File: src/uierf_pkg.sv
package uierf_pkg;

	typedef enum logic [2:0] {
		CFG_STATION_MAC = 3'd0,
		CFG_SOURCE_IP   = 3'd1,
		CFG_DEST_IP     = 3'd2,
		CFG_DEST_PORT   = 3'd3,
		CFG_CAPTURE_LIM = 3'd4
	} cfg_index_t;

	typedef enum logic [1:0] {
		VERDICT_ACCEPT = 2'd0,
		VERDICT_ETH    = 2'd1,
		VERDICT_IP     = 2'd2,
		VERDICT_UDP    = 2'd3
	} verdict_t;

	localparam logic [7:0]  PROTO_UDP     = 8'd17;
	localparam logic [7:0]  ETH_TYPE_HI   = 8'h08;
	localparam logic [7:0]  ETH_TYPE_LO   = 8'h00;
	localparam logic [31:0] IP_ANY        = 32'h0000_0000;
	localparam logic [31:0] IP_BROADCAST  = 32'hffff_ffff;
	localparam logic [7:0]  BCAST_BYTE    = 8'hff;

	// Item handed from the byte front end to the verdict back end.
	typedef struct packed {
		logic [15:0] pos;
		logic        eth_fail;
		logic [1:0]  mac_flags;
		logic        ip_fail;
		logic [3:0]  hdr_words;
		logic [19:0] ip_sum;
		logic [15:0] ip_check;
		logic [31:0] src_addr;
		logic [31:0] dst_addr;
		logic [31:0] udp_sum;
		logic [15:0] udp_len;
		logic [15:0] udp_check;
		logic [15:0] dst_port;
		logic [47:0] sender_mac;
		logic [15:0] sender_port;
	} frame_sum_t;

	function automatic logic [15:0] fold_cpl(input logic [31:0] s);
		logic [31:0] t;
		t = {16'd0, s[31:16]} + {16'd0, s[15:0]};
		t = t + {16'd0, t[31:16]};
		return ~t[15:0];
	endfunction

endpackage

File: src/uierf_if.sv
interface uierf_in_if;
	logic       valid;
	logic       ready;
	logic [7:0] frame_byte;
	logic       end_of_frame;
	modport source (output valid, frame_byte, end_of_frame, input ready);
	modport sink (input valid, frame_byte, end_of_frame, output ready);
endinterface

interface uierf_out_if;
	logic        valid;
	logic        ready;
	logic [1:0]  verdict;
	logic [47:0] sender_mac;
	logic [31:0] sender_ip;
	logic [15:0] sender_port;
	logic [6:0]  payload_offset;
	logic [15:0] payload_length;
	modport source (output valid, verdict, sender_mac, sender_ip, sender_port,
		payload_offset, payload_length, input ready);
	modport sink (input valid, verdict, sender_mac, sender_ip, sender_port,
		payload_offset, payload_length, output ready);
endinterface

interface uierf_cfg_if;
	logic        valid;
	logic        ready;
	logic [2:0]  index;
	logic [47:0] data;
	modport source (output valid, index, data, input ready);
	modport sink (input valid, index, data, output ready);
endinterface

File: src/uierf_front.sv
module uierf_front #(
	parameter int MAX_CAPTURE = 2048
) (
	input  logic                    clk,
	input  logic                    arst_n,
	input  logic                    in_valid,
	input  logic [7:0]              in_byte,
	input  logic                    in_last,
	input  logic [47:0]             station_mac,
	input  logic [11:0]             capture_limit,
	output uierf_pkg::frame_sum_t   sum_d,
	output logic                    sum_valid
);
	import uierf_pkg::*;

	localparam int PW = $clog2(MAX_CAPTURE + 1);

	logic [PW-1:0] pos_q;
	logic [1:0]  mac_q;
	logic        eth_fail_q, ip_fail_q;
	logic [3:0]  hw_q;
	logic [19:0] ip_sum_q;
	logic [15:0] ip_chk_q, udp_len_q, udp_chk_q, dport_q, sport_q;
	logic [31:0] udp_sum_q, src_q, dst_q;
	logic [47:0] smac_q;

	logic [PW-1:0] limit;
	logic        take;
	logic [15:0] w;
	logic [15:0] p16;
	logic [15:0] u;
	logic [15:0] k;
	logic [7:0]  want;
	frame_sum_t  nx;

	always_comb begin
		if ({4'd0, capture_limit} > 16'(MAX_CAPTURE)) limit = PW'(MAX_CAPTURE);
		else limit = PW'(capture_limit);
		take = pos_q < limit;
		p16 = 16'(pos_q);
		w = p16[0] ? {8'd0, in_byte} : {in_byte, 8'd0};
		u = 16'd14 + {10'd0, hw_q, 2'b00};
		k = p16 - u;
		want = 8'h00;
		for (int i = 0; i < 6; i++)
			if (p16 == 16'(i)) want = station_mac[8*(5-i) +: 8];

		nx.pos = p16; nx.eth_fail = eth_fail_q; nx.mac_flags = mac_q;
		nx.ip_fail = ip_fail_q; nx.hdr_words = hw_q; nx.ip_sum = ip_sum_q;
		nx.ip_check = ip_chk_q; nx.src_addr = src_q; nx.dst_addr = dst_q;
		nx.udp_sum = udp_sum_q; nx.udp_len = udp_len_q; nx.udp_check = udp_chk_q;
		nx.dst_port = dport_q; nx.sender_mac = smac_q; nx.sender_port = sport_q;

		if (take) begin
			nx.pos = p16 + 16'd1;
			if (p16 < 16'd6) begin
				if (in_byte != want) nx.mac_flags[0] = 1'b0;
				if (in_byte != BCAST_BYTE) nx.mac_flags[1] = 1'b0;
			end else if (p16 < 16'd12) begin
				nx.sender_mac[8*(11-p16[3:0]) +: 8] = in_byte;
			end else if (p16 == 16'd12) begin
				if (in_byte != ETH_TYPE_HI) nx.eth_fail = 1'b1;
			end else if (p16 == 16'd13) begin
				if (in_byte != ETH_TYPE_LO) nx.eth_fail = 1'b1;
			end else if (p16 < 16'd34) begin
				if (p16 == 16'd14) begin
					if (in_byte[7:4] != 4'd4 || in_byte[3:0] < 4'd5) nx.ip_fail = 1'b1;
					nx.hdr_words = in_byte[3:0];
				end
				if (p16 == 16'd23 && in_byte != PROTO_UDP) nx.ip_fail = 1'b1;
				if (p16 == 16'd24 || p16 == 16'd25) nx.ip_check = ip_chk_q | w;
				else nx.ip_sum = ip_sum_q + {4'd0, w};
				if (p16 >= 16'd26 && p16 < 16'd30) begin
					nx.src_addr = {src_q[23:0], in_byte};
					nx.udp_sum = udp_sum_q + {16'd0, w};
				end
				if (p16 >= 16'd30) begin
					nx.dst_addr = {dst_q[23:0], in_byte};
					nx.udp_sum = udp_sum_q + {16'd0, w};
				end
			end else if (hw_q >= 4'd5) begin
				if (p16 >= u && p16 < u + 16'd8) begin
					if (k < 16'd2) nx.sender_port = sport_q | w;
					else if (k < 16'd4) nx.dst_port = dport_q | w;
					else if (k < 16'd6) nx.udp_len = udp_len_q | w;
					else nx.udp_check = udp_chk_q | w;
					if (k < 16'd6) nx.udp_sum = udp_sum_q + {16'd0, w};
				end else if (p16 >= u + 16'd8 && udp_len_q >= 16'd8
						&& {1'b0, p16} < {1'b0, u} + {1'b0, udp_len_q}) begin
					nx.udp_sum = udp_sum_q + {16'd0, w};
				end
			end
		end
	end

	assign sum_d = nx;
	assign sum_valid = in_valid && in_last;

	// Advance per-frame state on every byte; clear after the last byte.
	always_ff @(posedge clk or negedge arst_n) begin
		if (!arst_n) begin
			pos_q <= '0; mac_q <= 2'b11; eth_fail_q <= 1'b0; ip_fail_q <= 1'b0;
			hw_q <= '0; ip_sum_q <= '0; ip_chk_q <= '0; src_q <= '0; dst_q <= '0;
			udp_sum_q <= '0; udp_len_q <= '0; udp_chk_q <= '0; dport_q <= '0;
			smac_q <= '0; sport_q <= '0;
		end else if (in_valid) begin
			if (in_last) begin
				pos_q <= '0; mac_q <= 2'b11; eth_fail_q <= 1'b0; ip_fail_q <= 1'b0;
				hw_q <= '0; ip_sum_q <= '0; ip_chk_q <= '0; src_q <= '0;
				dst_q <= '0; udp_sum_q <= '0; udp_len_q <= '0; udp_chk_q <= '0;
				dport_q <= '0; smac_q <= '0; sport_q <= '0;
			end else begin
				pos_q <= PW'(nx.pos); mac_q <= nx.mac_flags;
				eth_fail_q <= nx.eth_fail; ip_fail_q <= nx.ip_fail;
				hw_q <= nx.hdr_words; ip_sum_q <= nx.ip_sum; ip_chk_q <= nx.ip_check;
				src_q <= nx.src_addr; dst_q <= nx.dst_addr; udp_sum_q <= nx.udp_sum;
				udp_len_q <= nx.udp_len; udp_chk_q <= nx.udp_check;
				dport_q <= nx.dst_port; smac_q <= nx.sender_mac;
				sport_q <= nx.sender_port;
			end
		end
	end
endmodule

File: src/uierf_fifo.sv
module uierf_fifo (
	input  logic                  clk,
	input  logic                  arst_n,
	input  logic                  push,
	input  uierf_pkg::frame_sum_t push_data,
	output logic                  full,
	input  logic                  pop,
	output logic                  not_empty,
	output uierf_pkg::frame_sum_t pop_data
);
	import uierf_pkg::*;

	frame_sum_t mem_q [4];
	logic [1:0] wr_q, rd_q;
	logic [2:0] cnt_q;

	assign full = cnt_q == 3'd4;
	assign not_empty = cnt_q != 3'd0;
	assign pop_data = mem_q[rd_q];

	always_ff @(posedge clk) begin
		if (push) mem_q[wr_q] <= push_data;
	end

	always_ff @(posedge clk or negedge arst_n) begin
		if (!arst_n) begin
			wr_q <= '0; rd_q <= '0; cnt_q <= '0;
		end else begin
			if (push) wr_q <= wr_q + 2'd1;
			if (pop) rd_q <= rd_q + 2'd1;
			cnt_q <= cnt_q + {2'd0, push} - {2'd0, pop};
		end
	end
endmodule

File: src/uierf_back.sv
module uierf_back (
	input  logic                  clk,
	input  logic                  arst_n,
	input  logic                  q_valid,
	input  uierf_pkg::frame_sum_t q_data,
	output logic                  q_pop,
	input  logic [31:0]           source_ip_filter,
	input  logic [31:0]           dest_ip_filter,
	input  logic [15:0]           dest_port_filter,
	output logic                  valid,
	input  logic                  ready,
	output logic [1:0]            verdict,
	output logic [47:0]           sender_mac,
	output logic [31:0]           sender_ip,
	output logic [15:0]           sender_port,
	output logic [6:0]            payload_offset,
	output logic [15:0]           payload_length
);
	import uierf_pkg::*;

	// Stage 1: fold sums and compare; stage 2: output register.
	frame_sum_t s_s1;
	logic       v_s1;
	logic [15:0] ipf_s1, udpf_s1;
	logic [16:0] u_s1;
	logic        adv1, adv2;
	verdict_t    vd;

	assign adv2 = !valid || ready;
	assign adv1 = !v_s1 || adv2;
	assign q_pop = q_valid && adv1;

	always_ff @(posedge clk or negedge arst_n) begin
		if (!arst_n) v_s1 <= 1'b0;
		else if (adv1) v_s1 <= q_valid;
	end

	always_ff @(posedge clk) begin
		if (q_pop) begin
			s_s1 <= q_data;
			ipf_s1 <= fold_cpl({12'd0, q_data.ip_sum});
			udpf_s1 <= fold_cpl(q_data.udp_sum + 32'(PROTO_UDP) + {16'd0, q_data.udp_len});
			u_s1 <= 17'd14 + {11'd0, q_data.hdr_words, 2'b00};
		end
	end

	always_comb begin
		if (s_s1.pos < 16'd14 || s_s1.eth_fail || s_s1.mac_flags == 2'b00)
			vd = VERDICT_ETH;
		else if (s_s1.pos < 16'd34 || s_s1.ip_fail || s_s1.hdr_words < 4'd5)
			vd = VERDICT_IP;
		else if (s_s1.ip_check != 16'd0 && ipf_s1 != s_s1.ip_check) vd = VERDICT_IP;
		else if (source_ip_filter != IP_ANY && s_s1.src_addr != source_ip_filter)
			vd = VERDICT_IP;
		else if (dest_ip_filter != IP_BROADCAST && s_s1.dst_addr != dest_ip_filter)
			vd = VERDICT_IP;
		else if ({1'b0, s_s1.pos} < u_s1 + 17'd8 || s_s1.udp_len < 16'd8
				|| {1'b0, s_s1.pos} < u_s1 + {1'b0, s_s1.udp_len})
			vd = VERDICT_UDP;
		else if (udpf_s1 != s_s1.udp_check) vd = VERDICT_UDP;
		else if (s_s1.dst_port != dest_port_filter) vd = VERDICT_UDP;
		else vd = VERDICT_ACCEPT;
	end

	always_ff @(posedge clk or negedge arst_n) begin
		if (!arst_n) begin
			valid <= 1'b0;
		end else if (adv2) begin
			valid <= v_s1;
		end
	end

	always_ff @(posedge clk) begin
		if (adv2 && v_s1) begin
			verdict <= vd;
			if (vd == VERDICT_ACCEPT) begin
				sender_mac <= s_s1.sender_mac;
				sender_ip <= s_s1.src_addr;
				sender_port <= s_s1.sender_port;
				payload_offset <= 7'(u_s1 + 17'd8);
				payload_length <= s_s1.udp_len - 16'd8;
			end else begin
				sender_mac <= '0; sender_ip <= '0; sender_port <= '0;
				payload_offset <= '0; payload_length <= '0;
			end
		end
	end
endmodule

File: src/udp_ipv4_ethernet_rx_filter.sv
// Channel  Dir  Payload                                   Handshake
// in       in   frame_byte[8], end_of_frame               valid/ready
// out      out  verdict, sender_mac/ip/port, offset, len  valid/ready
// cfg      in   index[3], data[48]                        valid/ready
//
// One frame byte is taken each cycle while the queue has room; the front end
// registers per-frame state on each byte. On the last byte a summary enters a
// 4-deep queue; the back end folds checksums (one stage) and registers the
// result (one stage). Reset clears all control and per-frame state and loads
// register defaults. Input stalls only when the queue is full, i.e. many short
// frames pile up behind a stalled output; configuration is always taken.
module udp_ipv4_ethernet_rx_filter #(
	parameter int MAX_CAPTURE = 2048
) (
	input logic       clk,
	input logic       arst_n,
	uierf_in_if.sink  in_ch,
	uierf_out_if.source out_ch,
	uierf_cfg_if.sink cfg
);
	import uierf_pkg::*;

	logic [47:0] station_mac_q;
	logic [31:0] source_ip_q, dest_ip_q;
	logic [15:0] dest_port_q;
	logic [11:0] capture_limit_q;

	// Accept register writes unconditionally.
	assign cfg.ready = 1'b1;
	always_ff @(posedge clk or negedge arst_n) begin
		if (!arst_n) begin
			station_mac_q <= '0;
			source_ip_q <= IP_ANY;
			dest_ip_q <= IP_BROADCAST;
			dest_port_q <= 16'd67;
			capture_limit_q <= 12'd1514;
		end else if (cfg.valid) begin
			case (cfg.index)
				CFG_STATION_MAC: station_mac_q <= cfg.data;
				CFG_SOURCE_IP:   source_ip_q <= cfg.data[31:0];
				CFG_DEST_IP:     dest_ip_q <= cfg.data[31:0];
				CFG_DEST_PORT:   dest_port_q <= cfg.data[15:0];
				CFG_CAPTURE_LIM: capture_limit_q <= cfg.data[11:0];
				default: ;
			endcase
		end
	end

	frame_sum_t sum_d, q_data;
	logic sum_valid, q_full, q_pop, q_valid, in_acc;

	// Hold input while the queue cannot take another frame summary.
	assign in_ch.ready = !q_full;
	assign in_acc = in_ch.valid && in_ch.ready;

	uierf_front #(.MAX_CAPTURE(MAX_CAPTURE)) u_front (
		.clk, .arst_n, .in_valid(in_acc), .in_byte(in_ch.frame_byte),
		.in_last(in_ch.end_of_frame), .station_mac(station_mac_q),
		.capture_limit(capture_limit_q), .sum_d, .sum_valid
	);

	uierf_fifo u_fifo (
		.clk, .arst_n, .push(sum_valid), .push_data(sum_d), .full(q_full),
		.pop(q_pop), .not_empty(q_valid), .pop_data(q_data)
	);

	uierf_back u_back (
		.clk, .arst_n, .q_valid, .q_data, .q_pop,
		.source_ip_filter(source_ip_q), .dest_ip_filter(dest_ip_q),
		.dest_port_filter(dest_port_q),
		.valid(out_ch.valid), .ready(out_ch.ready), .verdict(out_ch.verdict),
		.sender_mac(out_ch.sender_mac), .sender_ip(out_ch.sender_ip),
		.sender_port(out_ch.sender_port), .payload_offset(out_ch.payload_offset),
		.payload_length(out_ch.payload_length)
	);

	a_no_push_full: assert property (@(posedge clk) disable iff (!arst_n)
		!(sum_valid && q_full)) else $error("push into full queue");
	a_accept_fields: assert property (@(posedge clk) disable iff (!arst_n)
		out_ch.valid && out_ch.verdict != VERDICT_ACCEPT |-> out_ch.sender_ip == 32'd0
		&& out_ch.payload_offset == 7'd0) else $error("reject carries fields");
	a_pop_nonempty: assert property (@(posedge clk) disable iff (!arst_n)
		q_pop |-> q_valid) else $error("pop from empty queue");
endmodule

File: src/flat_wrapper.sv
// flat-port wrapper written by rule: the top's interface ports become plain ports
module udp_ipv4_ethernet_rx_filter_flat import uierf_pkg::*;
#(
	parameter int MAX_CAPTURE = 2048
)
  (clk, arst_n, in_ch_valid, in_ch_frame_byte, in_ch_end_of_frame, in_ch_ready, out_ch_valid, out_ch_verdict, out_ch_sender_mac, out_ch_sender_ip, out_ch_sender_port, out_ch_payload_offset, out_ch_payload_length, out_ch_ready, cfg_valid, cfg_index, cfg_data, cfg_ready);
  uierf_in_if in_ch_i ();
  uierf_out_if out_ch_i ();
  uierf_cfg_if cfg_i ();
  input logic clk;
  input logic arst_n;
  input wire logic [$bits(in_ch_i.valid)-1:0] in_ch_valid;
  input wire logic [$bits(in_ch_i.frame_byte)-1:0] in_ch_frame_byte;
  input wire logic [$bits(in_ch_i.end_of_frame)-1:0] in_ch_end_of_frame;
  output wire logic [$bits(in_ch_i.ready)-1:0] in_ch_ready;
  output wire logic [$bits(out_ch_i.valid)-1:0] out_ch_valid;
  output wire logic [$bits(out_ch_i.verdict)-1:0] out_ch_verdict;
  output wire logic [$bits(out_ch_i.sender_mac)-1:0] out_ch_sender_mac;
  output wire logic [$bits(out_ch_i.sender_ip)-1:0] out_ch_sender_ip;
  output wire logic [$bits(out_ch_i.sender_port)-1:0] out_ch_sender_port;
  output wire logic [$bits(out_ch_i.payload_offset)-1:0] out_ch_payload_offset;
  output wire logic [$bits(out_ch_i.payload_length)-1:0] out_ch_payload_length;
  input wire logic [$bits(out_ch_i.ready)-1:0] out_ch_ready;
  input wire logic [$bits(cfg_i.valid)-1:0] cfg_valid;
  input wire logic [$bits(cfg_i.index)-1:0] cfg_index;
  input wire logic [$bits(cfg_i.data)-1:0] cfg_data;
  output wire logic [$bits(cfg_i.ready)-1:0] cfg_ready;
  assign in_ch_i.valid = in_ch_valid;
  assign in_ch_i.frame_byte = in_ch_frame_byte;
  assign in_ch_i.end_of_frame = in_ch_end_of_frame;
  assign in_ch_ready = in_ch_i.ready;
  assign out_ch_valid = out_ch_i.valid;
  assign out_ch_verdict = out_ch_i.verdict;
  assign out_ch_sender_mac = out_ch_i.sender_mac;
  assign out_ch_sender_ip = out_ch_i.sender_ip;
  assign out_ch_sender_port = out_ch_i.sender_port;
  assign out_ch_payload_offset = out_ch_i.payload_offset;
  assign out_ch_payload_length = out_ch_i.payload_length;
  assign out_ch_i.ready = out_ch_ready;
  assign cfg_i.valid = cfg_valid;
  assign cfg_i.index = cfg_index;
  assign cfg_i.data = cfg_data;
  assign cfg_ready = cfg_i.ready;
  udp_ipv4_ethernet_rx_filter #(.MAX_CAPTURE(MAX_CAPTURE)) u_core (.clk(clk), .arst_n(arst_n), .in_ch(in_ch_i), .out_ch(out_ch_i), .cfg(cfg_i));
endmodule
File: config.mk
export PLATFORM = sky130hd
export DESIGN_NAME = udp_ipv4_ethernet_rx_filter_flat
export DESIGN_NICKNAME = d
export VERILOG_FILES = /design/src/uierf_pkg.sv /design/src/uierf_if.sv /design/src/uierf_front.sv /design/src/uierf_fifo.sv /design/src/uierf_back.sv /design/src/udp_ipv4_ethernet_rx_filter.sv /design/src/flat_wrapper.sv
export SDC_FILE = /design/constraint.sdc
export NUM_CORES = 2
export LEC_CHECK = 0
export BUFFER_PORTS_ARGS = -buffer_cell sky130_fd_sc_hd__buf_2
export CELL_PAD_IN_SITES_DETAIL_PLACEMENT = 0
export CELL_PAD_IN_SITES_GLOBAL_PLACEMENT = 1
export CORE_ASPECT_RATIO = 0.8
export CORE_UTILIZATION = 45
export DETAILED_ROUTE_END_ITERATION = 8
export PLACE_DENSITY_LB_ADDON = 0.2
export REMOVE_ABC_BUFFERS = 1
export SETUP_SLACK_MARGIN = 0.1
export SLEW_MARGIN = 20
export SYNTH_ARGS = -nofsm -noshare
export SYNTH_HDL_FRONTEND = slang
export SYNTH_SLANG_ARGS = --single-unit
File: constraint.sdc
create_clock -name clk -period 27.7 [get_ports clk]
set_input_delay 8.31 -clock clk [delete_from_list [all_inputs] [get_ports clk]]
set_output_delay 8.31 -clock clk [all_outputs]
set_load 0.02 [all_outputs]
# == Word level (Yosys, flattened, before mapping) ==
# Memory sizes are Yosys's and may differ from the RTL's.
# Index checks and enable logic that the tools add are counted.
# classes
addsub,23
n_lt_le_gt_ge,24
eq_ne,27
n_shift,2
muxes,77
n_bitwise,7
n_reduce_logical,38
# ops
operator,count
185-bit 2-to-1 mux,3
32-bit 2-to-1 mux,10
16-bit 2-to-1 mux,17
265-bit 2-to-1 mux,1
249-bit 2-to-1 mux,1
48-bit 2-to-1 mux,5
105-bit 2-to-1 mux,1
80-bit 2-to-1 mux,1
16-bit bitwise OR,5
32-bit by 16-bit adder with 32-bit output,2
64-bit 2-to-1 mux,1
32-bit != test,2
48-bit bitwise mux,1
8-bit 2-to-1 mux,6
16-bit != test,3
8-bit by 34-bit variable shift with 48-bit output (first input constant),1
8-bit by 34-bit variable part select with 48-bit output,1
20-bit 2-to-1 mux,2
12-bit by 4-bit equality test with 1-bit output (second input constant),3
12-bit by 5-bit equality test with 1-bit output (second input constant),3
16-bit by 17-bit < comparator with 1-bit output,2
32-bit negator with 34-bit output,1
16-bit by 1-bit adder with 16-bit output,2
32-bit by 5-bit adder with 32-bit output (second input constant),1
62 further kinds,123
# totals
register_bits,799
ram_bits,1060
inputBits,65
out_inout_bits,124
elab_cells,246
n_memories,1
# mem_list
memory,depth,word_bits,rd,rd_clocked_by_memory_dff,write_ports,line,source
u_core.u_fifo.mem_q,4,265,1,0,1,uierf_fifo.sv:13,frame_sum_t mem_q [4];

# == Longest topological paths before layout ==
# depth
word_depth,15
mapped_depth,37
depth_no_buf,32

# == By module ==
# A second synthesis with hierarchy kept.
# unflattened
cells_unflattened,5242
area_unflattened_um2,80971.4
# by_module_without_submodules
module,n_inst,cells_per_inst,area_each_um2,seq_area_each_um2
uierf_fifo,1,1434,39052.5,32366.0
uierf_back,1,1449,18487.7,11250.8
uierf_front,1,2055,18069.8,6608.8
udp_ipv4_ethernet_rx_filter,1,304,5361.4,3555.9

# == Worst setup path before layout ==
# Ideal clock, no wire load.
# synth_timing
kind,in2reg
start,input out_ch_ready
end,register u_core.u_fifo.cnt_q[2]
setup_ns,0.123
arrival_ns,23.138
required_ns,27.577
setup_slack_ns,4.440
stages,9
path_buffers,0
cell_sequence,nor2b_1 -> a21oi_1 -> ha_1 -> inv_1 -> ha_1 -> inv_1 -> fa_1 -> xnor2_1 -> xnor2_1
# synth_between
elab_chain_cells,4
# synth_rtl
item,line,source
from (decl),flat_wrapper.sv:23,input wire logic [$bits(out_ch_i.ready)-1:0] out_ch_ready;
1-bit logical OR,uierf_back.sv:29,assign adv2 = !valid || ready;
1-bit logical OR,uierf_back.sv:30,assign adv1 = !v_s1 || adv2;
1-bit logical AND,uierf_back.sv:31,assign q_pop = q_valid && adv1;
named net u_core.q_pop,udp_ipv4_ethernet_rx_filter.sv:50,"logic sum_valid, q_full, q_pop, q_valid, in_acc;"
3-bit by 1-bit subtractor with 3-bit output,uierf_fifo.sv:31,"cnt_q <= cnt_q + {2'd0, push} - {2'd0, pop};"
to (signal assigned),uierf_fifo.sv:31,
to (decl),uierf_fifo.sv:15,logic [2:0] cnt_q;
# The timed path passes the listed nets, and every way through them passes these cells.
# A chain may end at the register's enable or synchronous reset.

==> summary.md <==
| Metric | Value |
|---|---|
| Setup TNS | 0 ps |
| DRC errors left | 0 |
| Placer Congestion | between 0.8 and 0.9 |
| Share of power burned in registers | 0.391 |
| Largest net degree at the start of global routing | ~130 |
| CTS Sinks | 1,843 |
| Antenna violations before repair | 17 |
| Root buf cell | clkbuf_16 |
| Highest Clock Rate | 0.0823 GHz |
| Total Power | ~10 mW |
| Post-synth EDFFs | 1,430 |
| Data arrival, critical path | about 13,000 ps |
| Die area | approximately 0.18 mm^2 |
| CP Max Fanout | 13 |
| Clock power frac | 0.246 |
| Fin cells | 7,869 |
| Std cell rows | ~140 |
| Max Cap Viol | 0 |
| Biggest area consumer among synthesized cells | edfxtp_1 |
| Max Buffers Root-to-Sink | 3 |
| Core area | 0.175 mm^2 |
| Cells after Synth | between 5,000 and 6,000 |
| Global-route wire length before repair | approximately 300 mm |
| Pwr/cell area | 114 mW/mm^2 |
| CP Capture Type | flop |
| Final Cycle Share | 0.439 |
| Final setup viols | 0 |
| # port buffers | about 190 |
| Yosys top cell area share | 0.538 |
| Post-Route WL | between 200 and 250 mm |
| Gr usage total | 0.231 |
| Required @ worst endpoint | approximately 28,000 ps |
| Starting Density | 0.456 |
| CP Launch Type | input port |
| Worst-Margin Slew | ~1200 ps |
| Peak supply drop | approximately 0.00017 V |
| Max Slew Vio Count | 0 |
| Syn_area_per_cell | 15.5 um^2 |
| Unique masters post-synth | 105 |
| Final setup margin | roughly 16,000 ps |
| Total gr overflow | 0 |
| Most used DFF post-synth | edfxtp_1 |
| TritonCTS clock tree | yes |
| Hold_buf cts | 0 |
| Sw frac | 0.358 |
| Post-CTS Resized | 0 |
| Post-synthesis register bit count | between 1,500 and 2,000 |
| Routed vias | 45,500 |
| Crit path time final | approximately 12,000 ps |
| Path depth of the worst reg2reg path | 29 |
| Chip width | approximately 470 um |
| Unrepaired setup endpoints after global routing | no |
| Area Growth Syn to Fin | 12.3% |
| Layout cells sized above 1 | 0.216 |
| DP Worst Slack | about 15,000 ps |
| Routed WL per cell | about 26 um |
| Post-DP HPWL | between 100 and 150 mm |
| Post-synthesis sequential area ratio | 0.668 |
| Internal power | between 6 and 7 mW |
| Die Y | about 380 um |
| Switching power | 3.65 mW |
| Clk_skew | 72.7 ps |
| HP Class | flop to flop |
| Total CTS buffers | about 180 |
| Cell Count Post-Placement | about 7,500 |
| Crit Path Class | input port to flop |
| Clk Latency, worst-skew pair | between 800 and 900 ps |
| Post-Syn Area | approximately 0.08 mm^2 |
| Post-synth ARST share | 0.224 |
| Nets | 5,593 |
| Slew headroom | 0.173 |
| Initial DRC Count | around 4,300 |
| Setup bufs post-CTS | 0 |
| H-tree levels | 4 |
| I/O pins | ~190 |
| Drt pass-1 iters | 6 |
| Reg clk slew, reported paths | around 60 ps |
| Post-route ant nets | 0 |
| Hold depth | 2 |
| Syn. warnings | 0 |
| Vias in the first global route | ~44,000 |
| Static Leak | ~34 nW |
| Vias per cell | 5.79 |
| Combinational share of power | 0.362 |
| Final hold vios | 0 |
| Outcome | finished, final reports clean |
| Area contributors post-synth | edfxtp_1 (54%), dfrtp_1 (12%), mux4_2 (7.4%) |
## power groups by stage
| stage | combinational, mW | clock [mW] | sequential, mW |
|---|---|---|---|
| 4_1_cts | 3.73 | 2.57 | 4.00 |
| 3_5_place_dp | 3.70 | 0 | 4.05 |
| 2_1_floorplan | 2.74 | 0 | 4.19 |
| 3_3_place_gp | 3.68 | 0 | 4.04 |
| 5_1_grt | 4.05 | 2.67 | 4.04 |
| 6_report | 3.70 | 2.52 | 4.00 |
## flip-flops by register name, summed over array words and instances (netlist names), 32 cells and up
name	cells
u_core.u_fifo.mem_q	1060
u_core.dest_ip_q	32
u_core.u_back.s_s1	213
u_core.u_back.sender_mac	48
u_core.station_mac_q	48
u_core.u_front.udp_sum_q	32
u_core.u_front.dst_q	32
u_core.u_front.smac_q	48
u_core.u_back.sender_ip	32
u_core.source_ip_q	32
u_core.u_front.src_q	32
## per-layer routing
metal	part of all wire	GRT usage	vias to the layer above
met1	0.47	0.348	23600
li1	-	-	20200
met2	0.45	0.345	1433
met4	0.022	0.0585	2
met3	0.066	0.0417	271
met5	0.000063	0	-
## cells in the mapped netlist (all sizes together), types with 155 or more instances
master	n
mux4	261
nor3	175
nor2	184
mux2	249
inv	207
nand2	283
clkbuf	179
o21ai	185
dfrtp	369
a21oi	155
ha	176
edfxtp	1430
## per-stage QoR
stage | util | cell area [um^2] | hold slack, ps
global placement | 0.476 | 83500 | 461
floorplan | - | 78700 | 450
finish | 0.512 | 89700 | 489
CTS | 0.512 | 89700 | 489
detailed placement | 0.477 | 83500 | 473
global route | 0.512 | 89700 | 509
## final timing paths
check	startpoint	end	slack, ps
worst max register to register	u_core.u_fifo.rd_q[0]$_DFFE_PN0P_	u_core.u_back.udpf_s1[15]$_DFFE_PP_	18060
min in group asynchronous	arst_n	u_core.u_front.dst_q[31]$_DFFE_PN0P_	7450
worst min register to register	u_core.u_front.sport_q[4]$_DFFE_PN0P_	u_core.u_front.sport_q[4]$_DFFE_PN0P_	490
worst min-delay path	u_core.u_front.sport_q[4]$_DFFE_PN0P_	u_core.u_front.sport_q[4]$_DFFE_PN0P_	490
worst max-delay path	in_ch_frame_byte[0]	u_core.u_fifo.mem_q[3][132]$_DFFE_PP_	15540
max in group asynchronous	arst_n	u_core.source_ip_q[25]$_DFFE_PN0P_	18190
## critical path, stage by stage
cell	delay [ps]
buf_2	320
nand2_1	190
inv_1	520
ha_1	290
fa_1	220
a21o_1	120
a21oi_1	100
o21a_1	210
o31ai_1	650
a221oi_1	190
buf_4	230
nor3_1	540
o211ai_1	280
xor2_1	190
o21ai_0	350
## final cells by class
| type | count | area, um^2 |
|---|---|---|
| Antenna cell | 3 | 7.51 |
| Clock buffer | 239 | 4970 |
| Clock inverter | 106 | 1210 |
| Fill cell | 14500 | 85500 |
| Inverter | 208 | 781 |
| Multi-Input combinational cell | 2829 | 24700 |
| Sequential cell | 1843 | 53300 |
| Tap cell | 2363 | 2960 |
| Timing Repair Buffer | 278 | 1690 |
## cell usage in the layout, fill, tap and decap left out, types with 22 or more instances in the layout
master	n
inv_1	206
nand2_1	281
a22o_1	91
a21o_1	108
mux4_2	261
clkinv_2	32
nand3_1	65
nor2_1	175
dfstp_2	44
buf_4	87
edfxtp_1	1430
o211ai_1	27
a21boi_0	26
xnor2_1	131
dfrtp_1	367
xor2_1	150
nand4_1	48
a21oi_1	150
clkbuf_1	38
buf_2	185
mux2_2	247
nor4_1	49
clkbuf_16	183
clkinv_1	25
and3_1	22
nor3_1	167
ha_1	176
o211a_1	24
o21ai_0	169
a22oi_1	32
o21bai_1	25
## cell families after synthesis
logic type,share of synthesized area
DFF,0.668
and+or+nand+nor,0.0612
AOI/OAI and AO/OA,0.0749
muxes,0.111
buffers and inverters,0.0241
xor gates and xnor gates,0.0308
adders and majority gates,0.0302
other,0.0000941
Power figures use the tool's default switching activity.
